$ cat src/rtl/mbe_pkg.sv
// Package for the Mandelbrot escape-time block: beat types, widths,
// register indexes and the 32-bit saturation helper. No dependencies.
`timescale 1ns / 1ps

package mbe_pkg;

  localparam int WORD_W = 32;
  localparam int PIX_W  = 12;
  localparam int DIM_W  = 13;
  localparam int CNT_W  = 16;
  localparam int IDX_W  = 3;
  localparam int DVD_W  = PIX_W + WORD_W;  // magnitude of pixel * span

  // Configuration register indexes.
  localparam logic [IDX_W-1:0] REG_IMAGE_WIDTH     = 3'd0;
  localparam logic [IDX_W-1:0] REG_IMAGE_HEIGHT    = 3'd1;
  localparam logic [IDX_W-1:0] REG_SPAN_X          = 3'd2;
  localparam logic [IDX_W-1:0] REG_SPAN_Y          = 3'd3;
  localparam logic [IDX_W-1:0] REG_ORIGIN_X        = 3'd4;
  localparam logic [IDX_W-1:0] REG_ORIGIN_Y        = 3'd5;
  localparam logic [IDX_W-1:0] REG_ITERATION_LIMIT = 3'd6;

  localparam logic signed [63:0] Q_MAX = 64'sd2147483647;
  localparam logic signed [63:0] Q_MIN = -64'sd2147483648;

  typedef struct packed {
    logic [PIX_W-1:0] pixel_x;
    logic [PIX_W-1:0] pixel_y;
  } pix_t;

  typedef struct packed {
    logic [CNT_W-1:0] escape_count;
    logic             escaped;
  } res_t;

  function automatic logic signed [WORD_W-1:0] sat32(input logic signed [63:0] v);
    logic signed [WORD_W-1:0] r;
    if (v > Q_MAX) begin
      r = Q_MAX[WORD_W-1:0];
    end else if (v < Q_MIN) begin
      r = Q_MIN[WORD_W-1:0];
    end else begin
      r = v[WORD_W-1:0];
    end
    return r;
  endfunction

endpackage

$ cat src/rtl/mbe_mul.sv
// Shared signed 32x32 multiplier with a registered 64-bit product.
// Depends on mbe_pkg for the word width.
`timescale 1ns / 1ps

module mbe_mul (
  input  logic                                clk,
  input  logic signed [mbe_pkg::WORD_W-1:0]   op_a,
  input  logic signed [mbe_pkg::WORD_W-1:0]   op_b,
  output logic signed [2*mbe_pkg::WORD_W-1:0] prod
);
  import mbe_pkg::*;

  always_ff @(posedge clk) begin
    prod <= op_a * op_b;
  end

endmodule

$ cat src/rtl/mbe_div.sv
// Restoring unsigned divider, one quotient bit per cycle.
// Standalone; the top level supplies widths from mbe_pkg.
`timescale 1ns / 1ps

module mbe_div #(
  parameter int DVD_W = 44,
  parameter int DVS_W = 13
) (
  input  logic             clk,
  input  logic             rst,
  input  logic             start,
  input  logic [DVD_W-1:0] dividend,
  input  logic [DVS_W-1:0] divisor,
  output logic             done,
  output logic [DVD_W-1:0] quotient
);
  localparam int CW = $clog2(DVD_W + 1);

  logic             run;
  logic [CW-1:0]    cnt;
  logic [DVS_W-1:0] rem;
  logic [DVS_W-1:0] dvs;
  logic [DVD_W-1:0] quo;
  logic [DVS_W:0]   trial;
  logic             ge;
  logic [DVS_W-1:0] rem_next;

  always_comb begin
    trial    = {rem, quo[DVD_W-1]};
    ge       = trial >= {1'b0, dvs};
    rem_next = ge ? DVS_W'(trial - {1'b0, dvs}) : trial[DVS_W-1:0];
  end

  always_ff @(posedge clk) begin
    if (rst) begin
      run  <= 1'b0;
      done <= 1'b0;
      cnt  <= '0;
    end else begin
      done <= 1'b0;
      if (start) begin
        run <= 1'b1;
        cnt <= CW'(DVD_W);
      end else if (run) begin
        cnt <= cnt - 1'b1;
        if (cnt == CW'(1)) begin
          run  <= 1'b0;
          done <= 1'b1;
        end
      end
    end
  end

  always_ff @(posedge clk) begin
    if (start) begin
      rem <= '0;
      dvs <= divisor;
      quo <= dividend;
    end else if (run) begin
      rem <= rem_next;
      quo <= {quo[DVD_W-2:0], ge};
    end
  end

  assign quotient = quo;

endmodule

$ cat src/rtl/mandelbrot_escape_time.sv
// Mandelbrot escape-time evaluator: maps a pixel to c and iterates z = z*z + c.
// Each pixel runs two mapping passes (x, then y), each a product on the shared multiplier
// and a division on the 44-step serial divider, then k iterations of the states SQA, SQB,
// MAB and UPD on the shared multiplier (k at most iteration_limit, 0 when the limit is 0).
// One pixel at a time: start is taken the cycle after the result strobe.
// Synchronous reset restores the register defaults and idles; the receiver cannot stall.
`timescale 1ns / 1ps

module mandelbrot_escape_time #(
  parameter int MAX_DIM   = 4096,
  parameter int FRAC_BITS = 24
) (
  input  logic                         clk,
  input  logic                         rst,
  input  logic                         start,
  output logic                         busy,
  input  mbe_pkg::pix_t                pixel,
  output logic                         done,
  output mbe_pkg::res_t                result,
  input  logic                         cfg_valid,
  output logic                         cfg_ready,
  input  logic [mbe_pkg::IDX_W-1:0]    cfg_index,
  input  logic [mbe_pkg::WORD_W-1:0]   cfg_data
);
  import mbe_pkg::*;

  localparam logic [3:0] S_IDLE    = 4'd0;
  localparam logic [3:0] S_MUL     = 4'd1;
  localparam logic [3:0] S_DIVGO   = 4'd2;
  localparam logic [3:0] S_DIVWAIT = 4'd3;
  localparam logic [3:0] S_SQA     = 4'd4;
  localparam logic [3:0] S_SQB     = 4'd5;
  localparam logic [3:0] S_MAB     = 4'd6;
  localparam logic [3:0] S_UPD     = 4'd7;
  localparam logic [3:0] S_DONE    = 4'd8;

  localparam logic signed [63:0] BOUND = 64'sd16 <<< FRAC_BITS;

  // Configuration registers.
  logic [DIM_W-1:0]         image_width;
  logic [DIM_W-1:0]         image_height;
  logic signed [WORD_W-1:0] span_x;
  logic signed [WORD_W-1:0] span_y;
  logic signed [WORD_W-1:0] origin_x;
  logic signed [WORD_W-1:0] origin_y;
  logic [CNT_W-1:0]         iteration_limit;

  logic [3:0]               state;
  logic                     axis;     // 0 while mapping x, 1 while mapping y
  pix_t                     pix_r;
  logic                     neg_r;
  logic signed [WORD_W-1:0] cx;
  logic signed [WORD_W-1:0] cy;
  logic signed [WORD_W-1:0] a;
  logic signed [WORD_W-1:0] b;
  logic signed [WORD_W-1:0] aa;
  logic signed [WORD_W-1:0] bb;
  logic [CNT_W-1:0]         n;
  res_t                     result_r;

  logic signed [WORD_W-1:0]   op_a;
  logic signed [WORD_W-1:0]   op_b;
  logic signed [2*WORD_W-1:0] prod;

  logic                     div_start;
  logic                     div_done;
  logic [DVD_W-1:0]         div_mag;
  logic [DVD_W-1:0]         quotient;
  logic [DIM_W-1:0]         dim_raw;
  logic [DIM_W-1:0]         dim_eff;

  logic signed [DVD_W+1:0]  q_s;
  logic signed [DVD_W+1:0]  map_sum;
  logic signed [WORD_W-1:0] map_org;
  logic signed [WORD_W-1:0] map_val;

  logic signed [WORD_W-1:0] sq_val;
  logic signed [WORD_W-1:0] twoab;
  logic signed [63:0]       aa64;
  logic signed [63:0]       bb64;
  logic signed [63:0]       cx64;
  logic signed [63:0]       cy64;
  logic signed [63:0]       tab64;
  logic signed [WORD_W-1:0] a_next;
  logic signed [WORD_W-1:0] b_next;
  logic                     esc;
  logic [CNT_W-1:0]         n_next;

  mbe_mul u_mul (
    .clk  (clk),
    .op_a (op_a),
    .op_b (op_b),
    .prod (prod)
  );

  mbe_div #(
    .DVD_W (DVD_W),
    .DVS_W (DIM_W)
  ) u_div (
    .clk      (clk),
    .rst      (rst),
    .start    (div_start),
    .dividend (div_mag),
    .divisor  (dim_eff),
    .done     (div_done),
    .quotient (quotient)
  );

  // Operand select for the shared multiplier.
  always_comb begin
    case (state)
      S_MUL: begin
        op_a = $signed({{(WORD_W-PIX_W){1'b0}}, axis ? pix_r.pixel_y : pix_r.pixel_x});
        op_b = axis ? span_y : span_x;
      end
      S_SQA: begin
        op_a = a;
        op_b = a;
      end
      S_SQB: begin
        op_a = b;
        op_b = b;
      end
      default: begin
        op_a = a;
        op_b = b;
      end
    endcase
  end

  // Mapping datapath: divide |pixel * span| by the clamped dimension, then add origin.
  always_comb begin
    dim_raw = axis ? image_height : image_width;
    if (dim_raw == '0) begin
      dim_eff = DIM_W'(1);
    end else if (int'(dim_raw) > MAX_DIM) begin
      dim_eff = DIM_W'(MAX_DIM);
    end else begin
      dim_eff = dim_raw;
    end
    div_start = (state == S_DIVGO);
    div_mag   = prod[2*WORD_W-1] ? DVD_W'(~prod[DVD_W-1:0] + 1'b1) : prod[DVD_W-1:0];
    q_s       = neg_r ? -$signed({2'b00, quotient}) : $signed({2'b00, quotient});
    map_org   = axis ? origin_y : origin_x;
    map_sum   = q_s + {{(DVD_W+2-WORD_W){map_org[WORD_W-1]}}, map_org};
    map_val   = sat32({{(64-DVD_W-2){map_sum[DVD_W+1]}}, map_sum});
  end

  // Iteration datapath; prod holds a*a, b*b, then a*b on successive cycles.
  always_comb begin
    sq_val = sat32(prod >>> FRAC_BITS);
    twoab  = sat32(prod >>> (FRAC_BITS - 1));
    aa64   = 64'(aa);
    bb64   = 64'(bb);
    cx64   = 64'(cx);
    cy64   = 64'(cy);
    tab64  = 64'(twoab);
    a_next = sat32(aa64 - bb64 + cx64);
    b_next = sat32(tab64 + cy64);
    esc    = (aa64 + bb64) > BOUND;
    n_next = n + 1'b1;
  end

  // Sequencer and configuration registers.
  always_ff @(posedge clk) begin
    if (rst) begin
      state           <= S_IDLE;
      axis            <= 1'b0;
      image_width     <= DIM_W'(256);
      image_height    <= DIM_W'(256);
      span_x          <= 32'sd50331648;
      span_y          <= 32'sd50331648;
      origin_x        <= -32'sd33554432;
      origin_y        <= -32'sd25165824;
      iteration_limit <= CNT_W'(256);
    end else begin
      if (cfg_valid && cfg_ready) begin
        case (cfg_index)
          REG_IMAGE_WIDTH:     image_width     <= cfg_data[DIM_W-1:0];
          REG_IMAGE_HEIGHT:    image_height    <= cfg_data[DIM_W-1:0];
          REG_SPAN_X:          span_x          <= cfg_data;
          REG_SPAN_Y:          span_y          <= cfg_data;
          REG_ORIGIN_X:        origin_x        <= cfg_data;
          REG_ORIGIN_Y:        origin_y        <= cfg_data;
          REG_ITERATION_LIMIT: iteration_limit <= cfg_data[CNT_W-1:0];
          default: ;
        endcase
      end
      case (state)
        S_IDLE: begin
          if (start) begin
            axis  <= 1'b0;
            state <= S_MUL;
          end
        end
        S_MUL:   state <= S_DIVGO;
        S_DIVGO: state <= S_DIVWAIT;
        S_DIVWAIT: begin
          if (div_done) begin
            if (!axis) begin
              axis  <= 1'b1;
              state <= S_MUL;
            end else if (iteration_limit == '0) begin
              state <= S_DONE;
            end else begin
              state <= S_SQA;
            end
          end
        end
        S_SQA: state <= S_SQB;
        S_SQB: state <= S_MAB;
        S_MAB: state <= S_UPD;
        S_UPD: begin
          if (esc || n_next == iteration_limit) begin
            state <= S_DONE;
          end else begin
            state <= S_SQA;
          end
        end
        S_DONE:  state <= S_IDLE;
        default: state <= S_IDLE;
      endcase
    end
  end

  // Payload registers.
  always_ff @(posedge clk) begin
    if (state == S_IDLE && start) begin
      pix_r <= pixel;
    end
    if (state == S_DIVGO) begin
      neg_r <= prod[2*WORD_W-1];
    end
    if (state == S_DIVWAIT && div_done) begin
      if (!axis) begin
        cx <= map_val;
        a  <= map_val;
      end else begin
        cy                    <= map_val;
        b                     <= map_val;
        n                     <= '0;
        result_r.escape_count <= '0;
        result_r.escaped      <= 1'b0;
      end
    end
    if (state == S_SQB) begin
      aa <= sq_val;
    end
    if (state == S_MAB) begin
      bb <= sq_val;
    end
    if (state == S_UPD) begin
      a <= a_next;
      b <= b_next;
      n <= n_next;
      if (esc) begin
        result_r.escape_count <= n;
        result_r.escaped      <= 1'b1;
      end else begin
        result_r.escape_count <= n_next;
        result_r.escaped      <= 1'b0;
      end
    end
  end

  assign busy      = (state != S_IDLE);
  assign done      = (state == S_DONE);
  assign result    = result_r;
  assign cfg_ready = 1'b1;

endmodule

$ cat config.mk
export PLATFORM = sky130hd
export DESIGN_NAME = mandelbrot_escape_time
export DESIGN_NICKNAME = d
export VERILOG_FILES = /design/src/rtl/mbe_pkg.sv /design/src/rtl/mbe_mul.sv /design/src/rtl/mbe_div.sv /design/src/rtl/mandelbrot_escape_time.sv
export SDC_FILE = /design/constraint.sdc
export NUM_CORES = 2
export LEC_CHECK = 0
export BUFFER_PORTS_ARGS = -buffer_cell sky130_fd_sc_hd__buf_2
export CAP_MARGIN = 20
export CORE_UTILIZATION = 57
export CTS_CLUSTER_DIAMETER = 50
export DETAILED_ROUTE_END_ITERATION = 8
export PLACE_DENSITY = 0.73
export RECOVER_POWER = 50
export SYNTH_ARGS = -nofsm -noshare
export SYNTH_HDL_FRONTEND = slang
export SYNTH_HIERARCHICAL = 1
export SYNTH_SLANG_ARGS = --single-unit
$ cat constraint.sdc
create_clock -name clk -period 11.95 [get_ports clk]
set_input_delay 0.5975 -clock clk [delete_from_list [all_inputs] [get_ports clk]]
set_output_delay 0.5975 -clock clk [all_outputs]
set_load 0.01 [all_outputs]
# ---- Word-level counts from Yosys, hierarchy flattened
# Index checks and enable logic that the tools add are counted.
dict set report totals {
  in_bits 63
  out_inout_bits 20
  regBits 567
}
dict set report op_classes {
  bitwise 3
  n_addsub 10
  mul 1
  n_lt_le_gt_ge 13
  eq_ne 19
  n_reduce_logical 28
  mux 50
}
# op n
set ops {}
lappend ops {{2-to-1 mux 32 bit} 18}
lappend ops {{2-to-1 mux 44 bit} 3}
lappend ops {{one-hot mux 32 bit (2 select lines)} 2}
lappend ops {{2-to-1 mux 17 bit} 4}
lappend ops {{adder 32 x 32 -> 33 bit} 2}
lappend ops {{multiplier 32 x 32 -> 64 bit} 1}
lappend ops {{2-to-1 mux 16 bit} 3}
lappend ops {{adder 46 bit} 1}
lappend ops {{greater-than comparator 46 x 32 -> 1 bit (second input constant)} 1}
lappend ops {{< comparator 46 x 32 -> 1 bit (second input constant)} 1}
lappend ops {{2-to-1 mux 46 bit} 1}
lappend ops {{negator 44 -> 46 bit} 1}
lappend ops {{adder 44 x 1 -> 44 bit (second input constant)} 1}
lappend ops {{NOT 44 bit} 1}
lappend ops {{greater-than comparator 41 x 32 -> 1 bit (second input constant)} 1}
lappend ops {{< comparator 41 x 32 -> 1 bit (second input constant)} 1}
lappend ops {{greater-than comparator 40 x 32 -> 1 bit (second input constant)} 1}
lappend ops {{< comparator 40 x 32 -> 1 bit (second input constant)} 1}
lappend ops {{2-to-1 mux 13 bit} 3}
lappend ops {{adder 33 x 32 -> 34 bit} 1}
lappend ops {{greater-than comparator 34 x 32 -> 1 bit (second input constant)} 1}
lappend ops {{< comparator 34 x 32 -> 1 bit (second input constant)} 1}
lappend ops {{greater-than comparator 33 x 30 -> 1 bit (second input constant)} 1}
lappend ops {{greater-than comparator 33 x 32 -> 1 bit (second input constant)} 1}
lappend ops {{other kinds (37)} 72}

# ---- Longest topological paths before layout
dict set report depth {
  ltp_word 9
  mapped_depth 34
}

# ---- Hierarchy
# Netlist, hierarchy kept.
# module area_per_inst_um2 cells_each seq_area_each_um2 instances
set modules_own_cells {}
lappend modules_own_cells {mbe_mul 38334.3 4148 1281.2 1}
lappend modules_own_cells {mandelbrot_escape_time 29395.7 3387 11010.6 1}
lappend modules_own_cells {mbe_div 3953.8 323 2132.0 1}

# ---- Worst setup path after synthesis
# No wires, ideal clock.
dict set report synth_path {
  path_type {register to register}
  startpoint {register state[2]}
  endpoint {register u_mul/prod[63] in the netlist's numbering}
  t_arrival_ps 9317
  path_stages_with_launch 31
  synth_period_minus_slack_ps 9448
  n_path_buf 4
  setup_slack_ps 2502
  path_cell_list {dfxtp_1 clkbuf_1 nor4b_1 a21oi_1 clkbuf_1 a221o_1 clkbuf_1 nand2_1 inv_1 fa_1 fa_1 fa_1 fa_1 inv_1 fa_1 inv_1 fa_1 inv_1 fa_1 inv_1 fa_1 ha_1 clkbuf_1 a21oi_1 o21ai_1 o21bai_1 a211o_1 o221a_4 a2bb2oi_2 a2111oi_0 nor3b_1}
}
dict set report synth_between {
  elab_chain_len 3
}
# element line_no
set synth_lines {}
lappend synth_lines {{from (decl)} mandelbrot_escape_time.sv:48} ;# logic [3:0] state;
lappend synth_lines {{from (signal assigned)} mandelbrot_escape_time.sv:167} ;# state <= S_IDLE;
lappend synth_lines {{from (signal assigned)} mandelbrot_escape_time.sv:193} ;# state <= S_MUL;
lappend synth_lines {{from (signal assigned)} mandelbrot_escape_time.sv:196} ;# S_MUL: state <= S_DIVGO;
lappend synth_lines {{== test 4 x 3 -> 1 bit or == test 4 x 1 -> 1 bit (tied branches)} mandelbrot_escape_time.sv:111} ;# case (state)
lappend synth_lines {{one-hot mux 32 bit (2 select lines) *} mandelbrot_escape_time.sv:111}
lappend synth_lines {{named net op_b[2]} mandelbrot_escape_time.sv:62} ;# logic signed [WORD_W-1:0] op_b;
lappend synth_lines {{multiplier 32 x 32 -> 64 bit *} mbe_mul.sv:14} ;# prod <= op_a * op_b;
lappend synth_lines {{to (signal assigned)} mbe_mul.sv:14}
lappend synth_lines {{to (decl)} mbe_mul.sv:9} ;# output logic signed [2*mbe_pkg::WORD_W-1:0] prod
# The timed path passes the listed nets; every way through them passes the cells marked *.
# A chain may end at the register's enable or synchronous reset.

# ---- Final worst setup path
dict set report layout_path {
  startpoint {register state[2]}
  endpoint {register u_mul/prod[63] in the netlist's numbering}
}
dict set report layout_between {
  elab_chain_len 3
}
# element line_no
set layout_lines {}
lappend layout_lines {{== test 4 x 3 -> 1 bit or == test 4 x 1 -> 1 bit (tied branches)} mandelbrot_escape_time.sv:111}
lappend layout_lines {{one-hot mux 32 bit (2 select lines) *} mandelbrot_escape_time.sv:111}
lappend layout_lines {{named net op_a[15]} mandelbrot_escape_time.sv:61} ;# logic signed [WORD_W-1:0] op_a;
lappend layout_lines {{multiplier 32 x 32 -> 64 bit *} mbe_mul.sv:14}
# Marked as above.

==> impl_metrics.prom <==
# TYPE chip_impl_metric gauge
chip_impl_info{name="setup.worst_path.start_class",value="flop"} 1
chip_impl_metric{name="synthToLayoutAreaGrowth",unit="%"} 5.22
chip_impl_metric{name="die_height",unit="um"} 357
chip_impl_metric{name="synth-xor-area-share",unit="%"} 3.69
chip_impl_metric{name="first_pass_iters",unit=""} 6
chip_impl_metric{name="gp_congestion",unit=""} 1.04
chip_impl_metric{name="final_hold_viol_count",unit=""} 0
chip_impl_info{name="end_kind",value="flop"} 1
chip_impl_metric{name="gr-usage-all-layers",unit="%"} 34.8
chip_impl_metric{name="setup_violations",unit=""} 0
chip_impl_metric{name="place.port_buffers",unit=""} 81
chip_impl_info{name="clock_tree.root_cell",value="sky130_fd_sc_hd__clkbuf_16"} 1
chip_impl_metric{name="fin_skew",unit="ps"} 52.9
chip_impl_metric{name="worstPathBufferInverterCount",unit=""} 6
chip_impl_metric{name="grt_remaining_overflow",unit=""} 0
chip_impl_info{name="cp_class",value="reg2reg"} 1
chip_impl_info{name="synth_top_family_by_area",value="adder cells"} 1
chip_impl_metric{name="timing.critical_path.arrival",unit="ps"} 11360
chip_impl_metric{name="finalWorstPathRequiredPeriod",unit="ps"} 10810
chip_impl_metric{name="max-clock-path-buffers",unit=""} 3
chip_impl_metric{name="wl_per_cell",unit="um"} 23.2
chip_impl_metric{name="floorplan.rows",unit=""} 129
chip_impl_metric{name="vias",unit=""} 56200
chip_impl_metric{name="cts_setup_buffers",unit=""} 0
chip_impl_info{name="outcome",value="finished with violations"} 1
chip_impl_metric{name="die_w",unit="um"} 357
chip_impl_metric{name="synth_cell_types",unit=""} 100
chip_impl_metric{name="timing.max_cap.violations",unit=""} 17
chip_impl_metric{name="clock_sinks",unit=""} 567
chip_impl_metric{name="worst-path-max-fanout",unit=""} 31
chip_impl_metric{name="cpPeakStageDelay",unit="ps"} 1160
chip_impl_metric{name="critical_path_rt",unit="ps"} 12500
chip_impl_info{name="worst_path_dominant_cell_family",value="adder cells"} 1
chip_impl_info{name="rsz0062_at_grt",value="false"} 1
chip_impl_info{name="failed_checks",value="capacitance limit, slew limit"} 1
chip_impl_metric{name="post_route_cells_drive_above_1_share",unit="%"} 5.36
chip_impl_metric{name="count_of_state_elements_after_synthesis",unit=""} 567
chip_impl_metric{name="synth_enable_flop_cells",unit=""} 307
chip_impl_metric{name="syn-num-nets",unit=""} 9384
chip_impl_metric{name="via_per_inst",unit=""} 5.98
chip_impl_metric{name="cell_area_after_technology_mapping",unit="um^2"} 71700
chip_impl_metric{name="worstMarginPinSlew",unit="ps"} 3890
chip_impl_metric{name="floorplan.core_area",unit="um^2"} 124000
chip_impl_metric{name="seqCellArea",unit="um^2"} 14400
chip_impl_metric{name="cts.repair.resized",unit=""} 0
chip_impl_metric{name="cts-htree-levels",unit=""} 2
chip_impl_metric{name="wire_length_of_the_first_global_routing_pass",unit="um"} 336000
chip_impl_metric{name="muxShareOfSynthArea",unit="%"} 2.23
chip_impl_metric{name="grt_start_max_net_pins",unit=""} 94
chip_impl_metric{name="detail-route-antenna-nets",unit=""} 0
chip_impl_metric{name="violation_count_after_the_first_detailed_route_iteration",unit=""} 5554
chip_impl_metric{name="finalCritPeriodShare",unit="%"} 90.4
chip_impl_metric{name="filler_cell_count",unit=""} 10800
chip_impl_metric{name="synth_area_per_cell",unit="um^2"} 9.12
chip_impl_info{name="synth_flop_cell",value="sky130_fd_sc_hd__edfxtp_1"} 1
chip_impl_metric{name="synthSimpleGateAreaFrac",unit="%"} 16.3
chip_impl_info{name="critPathMostFrequentCell",value="sky130_fd_sc_hd__fa_1"} 1
chip_impl_info{name="crit_path_top_delay_cell",value="sky130_fd_sc_hd__clkbuf_1"} 1
chip_impl_info{name="tritoncts",value="done"} 1
chip_impl_metric{name="wirelength",unit="um"} 218000
chip_impl_metric{name="num_ports",unit=""} 83
chip_impl_metric{name="yosys.area_share.adder",unit="%"} 37.2
chip_impl_metric{name="clock.fmax",unit="MHz"} 92.5
chip_impl_metric{name="floorplan.initialDensity",unit="%"} 57.7
chip_impl_metric{name="holdBufCountCts",unit=""} 0
chip_impl_metric{name="syn-instance-count",unit=""} 7858
chip_impl_metric{name="die-area",unit="um^2"} 127000
chip_impl_metric{name="setup_tns",unit="ps"} 0
chip_impl_metric{name="slew_viol_final",unit=""} 713
chip_impl_metric{name="max_slew_margin",unit="%"} -159
chip_impl_metric{name="first_global_vias",unit=""} 57000
chip_impl_metric{name="initial_antenna_violation_count",unit=""} 19
chip_impl_metric{name="cts_made_buffers",unit=""} 60
chip_impl_metric{name="dp_hpwl",unit="um"} 174000
chip_impl_metric{name="multi_input_logic_area",unit="um^2"} 50800
chip_impl_info{name="hold_path.class",value="in2reg"} 1
chip_impl_metric{name="worstSkewPairLatency",unit="ps"} 680
chip_impl_metric{name="ys_seq_area_share",unit="%"} 20.1
chip_impl_metric{name="cts.clk_slew.worst_paths",unit="ps"} 70
chip_impl_metric{name="drcViolationCount",unit=""} 0
chip_impl_metric{name="synth_compound_gate_area_share",unit="%"} 11.3
chip_impl_metric{name="yosysWarningCount",unit=""} 6
chip_impl_metric{name="final_net_count",unit=""} 9229
chip_impl_metric{name="asyncSetResetFlopFracSynth",unit="%"} 0
[Yosys cell counts (18+ instances only)]
library cell	instances	area [um^2]
sky130_fd_sc_hd__o21bai_1	28	210
sky130_fd_sc_hd__or3_1	38	238
sky130_fd_sc_hd__ha_1	345	4320
sky130_fd_sc_hd__a21oi_1	402	2010
sky130_fd_sc_hd__nand4_1	51	319
sky130_fd_sc_hd__mux2_2	79	890
sky130_fd_sc_hd__and3_1	48	300
sky130_fd_sc_hd__o211ai_1	70	526
sky130_fd_sc_hd__inv_1	1299	4880
sky130_fd_sc_hd__nand3b_1	26	195
sky130_fd_sc_hd__a31oi_1	36	225
sky130_fd_sc_hd__buf_2	19	95.1
sky130_fd_sc_hd__xor2_1	99	867
sky130_fd_sc_hd__a211oi_1	22	165
sky130_fd_sc_hd__nor2b_1	32	200
sky130_fd_sc_hd__clkbuf_1	377	1420
sky130_fd_sc_hd__o31ai_1	42	315
sky130_fd_sc_hd__nor4_1	36	225
sky130_fd_sc_hd__nand2_1	1124	4220
sky130_fd_sc_hd__o221ai_1	25	219
sky130_fd_sc_hd__and2_1	529	3310
sky130_fd_sc_hd__dfxtp_1	260	5200
sky130_fd_sc_hd__a21o_1	156	1170
sky130_fd_sc_hd__o21a_1	18	135
sky130_fd_sc_hd__nand2b_1	40	250
sky130_fd_sc_hd__nand3_1	111	556
sky130_fd_sc_hd__mux2i_1	71	711
sky130_fd_sc_hd__edfxtp_1	307	9220
sky130_fd_sc_hd__a221o_1	40	400
sky130_fd_sc_hd__nor3_1	67	335
sky130_fd_sc_hd__o21ai_0	201	1010
sky130_fd_sc_hd__nor2_1	269	1010
sky130_fd_sc_hd__a31o_2	18	158
sky130_fd_sc_hd__xnor2_1	200	1750
sky130_fd_sc_hd__fa_1	1118	22400
[path summary, 6_finish.rpt]
path | from | slack [ps] | cells after the start | endpoint
worst max-delay path | state[2]$_SDFFE_PP0P_ | 1140 | 26 | u_mul/prod[63]$_DFF_P_
worst min-delay path | pixel[14] | 90 | 1 | pix_r[14]$_DFFE_PP_
worst max register to register | state[2]$_SDFFE_PP0P_ | 1140 | 26 | u_mul/prod[63]$_DFF_P_
worst min register to register | origin_y[2]$_SDFFE_PP0P_ | 450 | 2 | origin_y[2]$_SDFFE_PP0P_
[final cells by class]
| cell class | instances | share of cell area [%] |
|---|---|---|
| sequential | 567 | 19.1 |
| timing repair buffer | 200 | 1.62 |
| clock inverter | 40 | 0.620 |
| multi-input combinational | 5574 | 67.3 |
| tap | 1637 | 2.72 |
| inverter | 1300 | 6.47 |
| clock buffer | 74 | 2.10 |
| antenna | 7 | 0.0232 |
[state kept, by name (all words and copies together), names as in the netlist, 4 cells and up]
signal,flops
a,32
aa,32
b,32
bb,32
cx,32
cy,32
image_height,13
image_width,13
iteration_limit,16
n,16
origin_x,32
origin_y,32
pix_r,24
result,17
span_x,32
span_y,32
state,4
u_div/cnt,6
u_div/dvs,13
u_div/quotient,44
u_div/rem,13
u_mul/prod,64
[layer usage]
metal | vias up | GRT usage [%] | share of wire, %
met4 | 14 | 14.5 | 4.8
met2 | 2439 | 54.1 | 45
li1 | 24900 | - | -
met1 | 28300 | 48.1 | 41
met3 | 475 | 6.49 | 8.8
met5 | - | 0 | 0.038
[placed cells by master, fill, tap and decap left out, types with 40 or more instances in the layout]
| cell type | netlist | layout |
|---|---|---|
| sky130_fd_sc_hd__nand3_1 | 111 | 111 |
| sky130_fd_sc_hd__a221o_1 | 40 | 40 |
| sky130_fd_sc_hd__nor3_1 | 67 | 67 |
| sky130_fd_sc_hd__nor2_1 | 269 | 265 |
| sky130_fd_sc_hd__nand2_1 | 1124 | 1123 |
| sky130_fd_sc_hd__xnor2_1 | 200 | 200 |
| sky130_fd_sc_hd__buf_4 | 1 | 99 |
| sky130_fd_sc_hd__xor2_1 | 99 | 99 |
| sky130_fd_sc_hd__dfxtp_1 | 260 | 259 |
| sky130_fd_sc_hd__ha_1 | 345 | 345 |
| sky130_fd_sc_hd__inv_1 | 1299 | 1299 |
| sky130_fd_sc_hd__o21ai_0 | 201 | 201 |
| sky130_fd_sc_hd__o211ai_1 | 70 | 70 |
| sky130_fd_sc_hd__and3_1 | 48 | 48 |
| sky130_fd_sc_hd__clkbuf_16 | 0 | 61 |
| sky130_fd_sc_hd__buf_2 | 19 | 59 |
| sky130_fd_sc_hd__nand2b_1 | 40 | 40 |
| sky130_fd_sc_hd__nand4_1 | 51 | 51 |
| sky130_fd_sc_hd__clkbuf_1 | 377 | 50 |
| sky130_fd_sc_hd__o31ai_1 | 42 | 42 |
| sky130_fd_sc_hd__mux2i_1 | 71 | 71 |
| sky130_fd_sc_hd__fa_1 | 1118 | 1118 |
| sky130_fd_sc_hd__mux2_2 | 79 | 78 |
| sky130_fd_sc_hd__a21o_1 | 156 | 156 |
| sky130_fd_sc_hd__a21oi_1 | 402 | 400 |
| sky130_fd_sc_hd__and2_1 | 529 | 529 |
| sky130_fd_sc_hd__edfxtp_1 | 307 | 307 |
[cells by family (layout without fill, tap and decap cells)]
group / Yosys count / count (layout)
XOR/XNOR: 300 / 300
adder cells (fa/ha/maj): 1463 / 1463
AND/OR/NAND/NOR: 2433 / 2433
flip-flops: 567 / 567
multiplexers: 150 / 150
AO/OA/AOI/OAI: 1227 / 1227
other: 1 / 8
buffers and inverters: 1717 / 1614
[metrics by stage]
| step | instances | cell area (um^2) | setup WS (ps) | hold slack [ps] | utilization, % |
|---|---|---|---|---|---|
| after floorplan | 7858 | 71700 | 2500 | 432 | - |
| after global placement | 9272 | 73400 | 1790 | 438 | 59.1 |
| after detailed placement | 9274 | 73500 | 1530 | 446 | 59.1 |
| after CTS | 9388 | 75500 | 1480 | 73.1 | 60.8 |
| after global routing | 9394 | 75400 | 700 | 76.2 | 60.7 |
| final | 9399 | 75400 | 1140 | 89.6 | 60.7 |
Power is left out: the tool's default activity adds up to more than one toggle a clock period on the data nets, which glitch-free logic cannot reach.
